## config.mk

```make
export PLATFORM = sky130hd
export DESIGN_NAME = c5zp_line_cell
export DESIGN_NICKNAME = d
export VERILOG_FILES = /design/src/rtl/core/c5zp_pkg.sv /design/src/rtl/core/c5zp_line_cell.sv
export SDC_FILE = /design/constraint.sdc
export NUM_CORES = 1
export LEC_CHECK = 0
export ABC_AREA = 1
export BUFFER_PORTS_ARGS = -buffer_cell sky130_fd_sc_hd__buf_2
export CAP_MARGIN = 20
export CORE_ASPECT_RATIO = 1.25
export CORE_MARGIN = 2
export CORE_UTILIZATION = 45
export CTS_BUF_LIST = sky130_fd_sc_hd__clkbuf_2
export DETAILED_ROUTE_END_ITERATION = 16
export PLACE_DENSITY = 0.66
export SLEW_MARGIN = 20
export SYNTH_ARGS = -nofsm -noshare
export SYNTH_HDL_FRONTEND = slang
export SYNTH_SLANG_ARGS = --single-unit
```

## constraint.sdc

```tcl
create_clock -name aclk -period 2.5 [get_ports aclk]
set_input_delay 0.25 -clock aclk [delete_from_list [all_inputs] [get_ports aclk]]
set_output_delay 0.25 -clock aclk [all_outputs]
set_load 0.01 [all_outputs]
```

## src/rtl/core/c5zp_pkg.sv

```systemverilog
package c5zp_pkg;

    // Image geometry
    localparam int IMG_SIZE_DEF = 28;
    localparam int WIN          = 5;
    localparam int HALF_WIN     = WIN / 2;
    localparam int NUM_LINES    = WIN - 1;
    localparam int NUM_TAPS     = WIN * WIN;

    // Field and counter widths
    localparam int PIX_W   = 8;
    localparam int COL_W   = 8;
    localparam int ROW_W   = 9;
    localparam int COORD_W = 8;
    localparam int COEF_W  = 16;

    // Datapath widths
    localparam int PROD_W = 24;
    localparam int RSUM_W = 27;
    localparam int SUM_W  = 29;
    localparam int MAG_W  = 28;
    localparam int QUO_W  = 20;
    localparam int POT_W  = 21;

    // Division by 255 as a multiply by a rounded-up reciprocal
    localparam int SCALE_DIV   = 255;
    localparam int ROUND_BIAS  = SCALE_DIV / 2;
    localparam int RECIP_SHIFT = 36;
    localparam int RECIP_W     = 29;
    localparam int SCALED_W    = MAG_W + RECIP_W;
    localparam logic [RECIP_W-1:0] RECIP =
        RECIP_W'(((64'd1 << RECIP_SHIFT) + 64'(SCALE_DIV - 1)) / 64'(SCALE_DIV));

    // Configuration port
    localparam int CFG_IDX_W  = 3;
    localparam int CFG_DATA_W = 64;
    localparam int COEF_PER_PACK = CFG_DATA_W / COEF_W;
    localparam logic [CFG_IDX_W-1:0] CFG_COEF_TAIL = 3'd6;

    typedef struct packed {
        logic [PIX_W-1:0] pixel;
        logic             is_padding;
    } in_t;

    typedef struct packed {
        logic signed [POT_W-1:0] potential;
        logic [COORD_W-1:0]      out_row;
        logic [COORD_W-1:0]      out_col;
        logic                    frame_last;
    } out_t;

    typedef struct packed {
        logic [COORD_W-1:0] row;
        logic [COORD_W-1:0] col;
        logic               last;
    } meta_t;

endpackage

```

## src/rtl/core/c5zp_line_cell.sv

```systemverilog
module c5zp_line_cell
    import c5zp_pkg::*;
#(
    parameter int DEPTH = IMG_SIZE_DEF
) (
    input  logic                        aclk,
    input  logic                        shift_en,
    input  logic [COL_W-1:0]            wr_addr,
    input  logic [COL_W-1:0]            rd_addr,
    input  logic [PIX_W-1:0]            din,
    output logic [PIX_W-1:0]            dout,
    output logic [WIN-1:0][PIX_W-1:0]   taps_next
);

    localparam int ADDR_W = (DEPTH > 1) ? $clog2(DEPTH) : 1;

    logic [PIX_W-1:0]            line_mem [DEPTH];
    logic [PIX_W-1:0]            rd_data_reg;
    logic [WIN-2:0][PIX_W-1:0]   taps_reg;

    // Store the pixel from below, prefetch the next column, shift the window row
    always_ff @(posedge aclk) begin
        if (shift_en) begin
            line_mem[wr_addr[ADDR_W-1:0]] <= din;
            taps_reg                      <= taps_next[WIN-1:1];
        end
        rd_data_reg <= line_mem[rd_addr[ADDR_W-1:0]];
    end

    // Window row after the shift; the oldest tap falls off the left
    always_comb begin
        for (int b = 0; b < WIN - 1; b++) begin
            taps_next[b] = taps_reg[b];
        end
        taps_next[WIN-1] = rd_data_reg;
    end

    // Hand the line content up to the cell above
    assign dout = rd_data_reg;

endmodule

```

## After elaboration in Yosys (flattened, before gate mapping)

Memories as Yosys holds them, arrays and structs flattened. A register that Yosys moved wholly into a read port is not among the register bits.
Index checks and enable logic that the tools add are counted.

| word-level totals | value |
|---|---|
| output and inout port bits | 48 |
| word-level logic and storage cells | 7 |
| memory bits (writable) | 224 |
| bits of input ports | 26 |
| flip-flop bits (word level) | 32 |
| memories kept | 1 |

| operators by class | value |
|---|---|
| muxes and demuxes | 2 |

Memory list:

| memory | words | width | rd ports | clocked after memory_dff | wr ports | RTL line | text |
|---|---|---|---|---|---|---|---|
| line_mem | 28 | 8 | 1 | 1 | 1 | c5zp_line_cell.sv:17 | `logic [PIX_W-1:0] line_mem [DEPTH];` |

Operators by type and width:

| kind | count |
|---|---|
| 1-bit 2-to-1 mux | 2 |

## Depth between registers and ports, before layout

| depth | value |
|---|---|
| word-level depth | 2 |
| depth in mapped cells | 12 |
| depth with buffers taken out | 9 |

## Worst setup path before layout

Ideal clock, no wire load.

| timing | value |
|---|---|
| path kind | in2reg |
| start | input wr_addr[1] |
| end | memory line_mem[17][0], enable pin |
| arrival time | 904 ps |
| buffers on the path | 0 |
| data required time | 2130 ps |
| stages | 3 |
| setup time | 370 ps |
| setup slack | 1226 ps |
| cell sequence | inv_1 > nand3_1 > nor2_1 |

RTL lines:

| element | RTL line | text |
|---|---|---|
| start, declared | c5zp_line_cell.sv:8 | `input logic [COL_W-1:0] wr_addr,` |
| end, declared | c5zp_line_cell.sv:17 |  |

Straight into the memory's write port.

==> run metrics <==
HP Start wr_addr[3]; Remaining Overflow, GRT 0; die width between 100 and 150 µm; register-to-register setup slack 0.40 ns; Layout area overhead 12.6%; FF-to-FF path depth 10; Final setup viols 0; vias in the first global route roughly 6.9k; WL final ~23000 µm; main flop type after synthesis edfxtp_1; sequential-to-total area share from yosys stat 0.730; Die Y-Extent 177 µm; Clock Path Buffers 3; number of I/O port buffers 67; initial DRC count 505; Fmax achieved between 0.4 and 0.5 GHz; setup TNS 0 ns; post-layout min period 2.10 ns; DP Wirelength about 14000 µm; Final Net Count around 1.1k; first-pass GRT wire length between 30000 and 40000 µm; CTS tree done; actual slew at the worst max-slew pin 0.775 ns; Mapped Cells 922; layout cells sized above 1 0.188; most frequent cells in the layout 257 x nand2_1, 256 x edfxtp_1, 132 x nand3_1; slowest stage delay, CP 0.56 ns; Placeable Area 0.0236 mm²; RSZ-0062 raised after global routing false; largest net degree at the start of global routing 59; FILL cells ~2k; DR vias/cell 4.99; Max IR drop VDD approximately 0.3 mV; Layout Skew 0.0819 ns; ys async rst share 0; Post-Synth Adder-Cell Area 0; mux cell area share after synthesis 0; Comb pwr share 0.075; crit path cell chain nand2_1, nand3_1, nand3_1, nand2_1, nand2_1, nand2_1, nand2_1, dlygate4sd3_1, nand2_1, dlygate4sd3_1; Hold WS between 0.08 and 0.09 ns; P_int 6.15 mW; # IOs 74; status finished clean; Rel. slew slack 0.481; Crit Path Class flop to flop; Sw Ratio 0.253; pins over their slew limit 0; reg2reg end dout[4]; Synth Register Bits 264; Worst Path Required 3.28 ns; post-synth cell types 19; Seq pwr share 0.607; Post-Synth Simple-Gate Area 0.185; Hold WC Path Type input pin to flop; Worst Setup End Kind flop; Placer Congestion 0.751; Hold Fails Final Rpt 0; Post-synth EDFFs 256; Initial Util 0.456; yosys warns 0; Max-cap violations 0; Reg clk slew, reported paths 0.11 ns; Routed wire per std cell about 17 µm; Clock Latency Late Sink 0.89 ns; antenna-violating nets left 0; Hold EP line_mem[9][3]; initial antenna violation count 1; commonest non-fill, non-tap cell in the layout nand2_1; Synth Cell Area between 0.01 and 0.015 mm²; CTS sink cnt between 200 and 300; Psw 2.08 mW; largest fanout on the critical path 1; Critical Path AT 2.88 ns; Startpoint Class flop; total CTS buffers 61; drt drc 0; Rows 63; post-synthesis xor/xnor area fraction 0; complex-gate fraction of the synthesized area 0.0193; syn_nets 948; H-Tree Depth 2; fin crit share 0.839; Pre-antenna DRT Iters 5; fin cells 1393; reg2reg start line_mem[23][4]; Pleak 4.93 nW; CTS resizes 0; vias approximately 6.9k; Most common cell on crit path nand2_1; # placed instances 1264; main combinational cell family by area after synthesis simple AND/OR/NAND/NOR gates; crit path max-delay cell type dlygate4sd3_1; GR Util All Layers 0.186; power share of the clock group 0.318; DIE AREA 0.0251 mm²; syn avg cell area 11.7 µm²; worst hold stages 4; root buffer cell clkbuf_2; Power per Cell Area 680 mW/mm²
per-stage QoR:
stage	power, mW	worst slack (ns)	area, µm²	utilization
CTS	8.33	0.450	12100	0.513
detailed placement	5.70	0.672	11400	0.484
global route	8.59	0.283	12100	0.513
floorplan	5.46	1.23	10700	-
global placement	5.69	0.684	11400	0.484
finish	8.23	0.402	12100	0.513
sequential cells by signal, summed over array words and instances (netlist names):
name / cells
line_mem: 224
taps_next: 32
dout: 8
timing repair:
| action | in CTS | in global routing |
|---|---|---|
| setup buffers | 0 | 0 |
| hold buffers | 14 | 0 |
| endpoints found under the hold margin | 277 | 0 |
power groups by stage:
stage / combinational (mW) / clock (mW) / sequential [mW]
after CTS: 0.625 / 2.71 / 4.99
after global routing: 0.694 / 2.90 / 5.00
final: 0.621 / 2.61 / 4.99
after detailed placement: 0.605 / 0 / 5.10
after floorplan: 0.341 / 0 / 5.12
after global placement: 0.598 / 0 / 5.09
cells in the mapped netlist (4+ instances only):
master	count	share of area
buf_2	16	0.0075
buf_4	15	0.010
buf_6	13	0.014
clkbuf_1	8	0.0028
dfxtp_1	8	0.015
edfxtp_1	256	0.72
inv_1	81	0.028
nand2_1	257	0.090
nand3_1	132	0.061
nor2_1	88	0.031
o211ai_1	5	0.0035
o21ai_0	30	0.014
o21ai_1	4	0.0019
or2_2	4	0.0023
per-layer routing:
| metal | routed length (µm) | track usage |
|---|---|---|
| met4 | 667 | 0.0825 |
| met1 | 9860 | 0.233 |
| met3 | 1180 | 0.0376 |
| met5 | 0 | 0 |
| met2 | 11300 | 0.314 |
worst max-delay path: cells and delay by family (launching register included):
| family | cells | cell delay (ns) |
|---|---|---|
| buffers and inverters | 2 | 1.10 |
| and+or+nand+nor | 8 | 0.51 |
| DFF | 1 | 0.37 |
worst max-delay path by stage:
| stage | start | to | slack (ns) | cells after the start |
|---|---|---|---|---|
| floorplan | wr_addr[1] | line_mem[17][0] | 1.23 | 3 |
| global placement | shift_en | line_mem[5][5] | 0.68 | 3 |
| detailed placement | shift_en | line_mem[5][5] | 0.67 | 3 |
| CTS | line_mem[23][4] | dout[4] | 0.45 | 10 |
| global route | line_mem[22][4] | dout[4] | 0.28 | 10 |
| finish | line_mem[23][4] | dout[4] | 0.40 | 10 |
kinds of logic (layout without fill, tap and decap cells):
family	count (synthesis)	after routing
other	0	1
AO/OA/AOI/OAI	39	39
AND/OR/NAND/NOR	482	482
flip-flops	264	264
buffers and inverters	137	315
area by class of cell:
cell class / instances / area [µm²] / area share
Antenna cell: 1 / 2.50 / 0.000207
Clock buffer: 92 / 460 / 0.0381
Clock inverter: 22 / 91.3 / 0.00755
Inverter: 83 / 314 / 0.0260
Multi-Input combinational cell: 521 / 2200 / 0.182
Sequential cell: 264 / 7850 / 0.649
Tap cell: 292 / 365 / 0.0302
Timing Repair Buffer: 118 / 818 / 0.0677
Power figures use the tool's default switching activity.
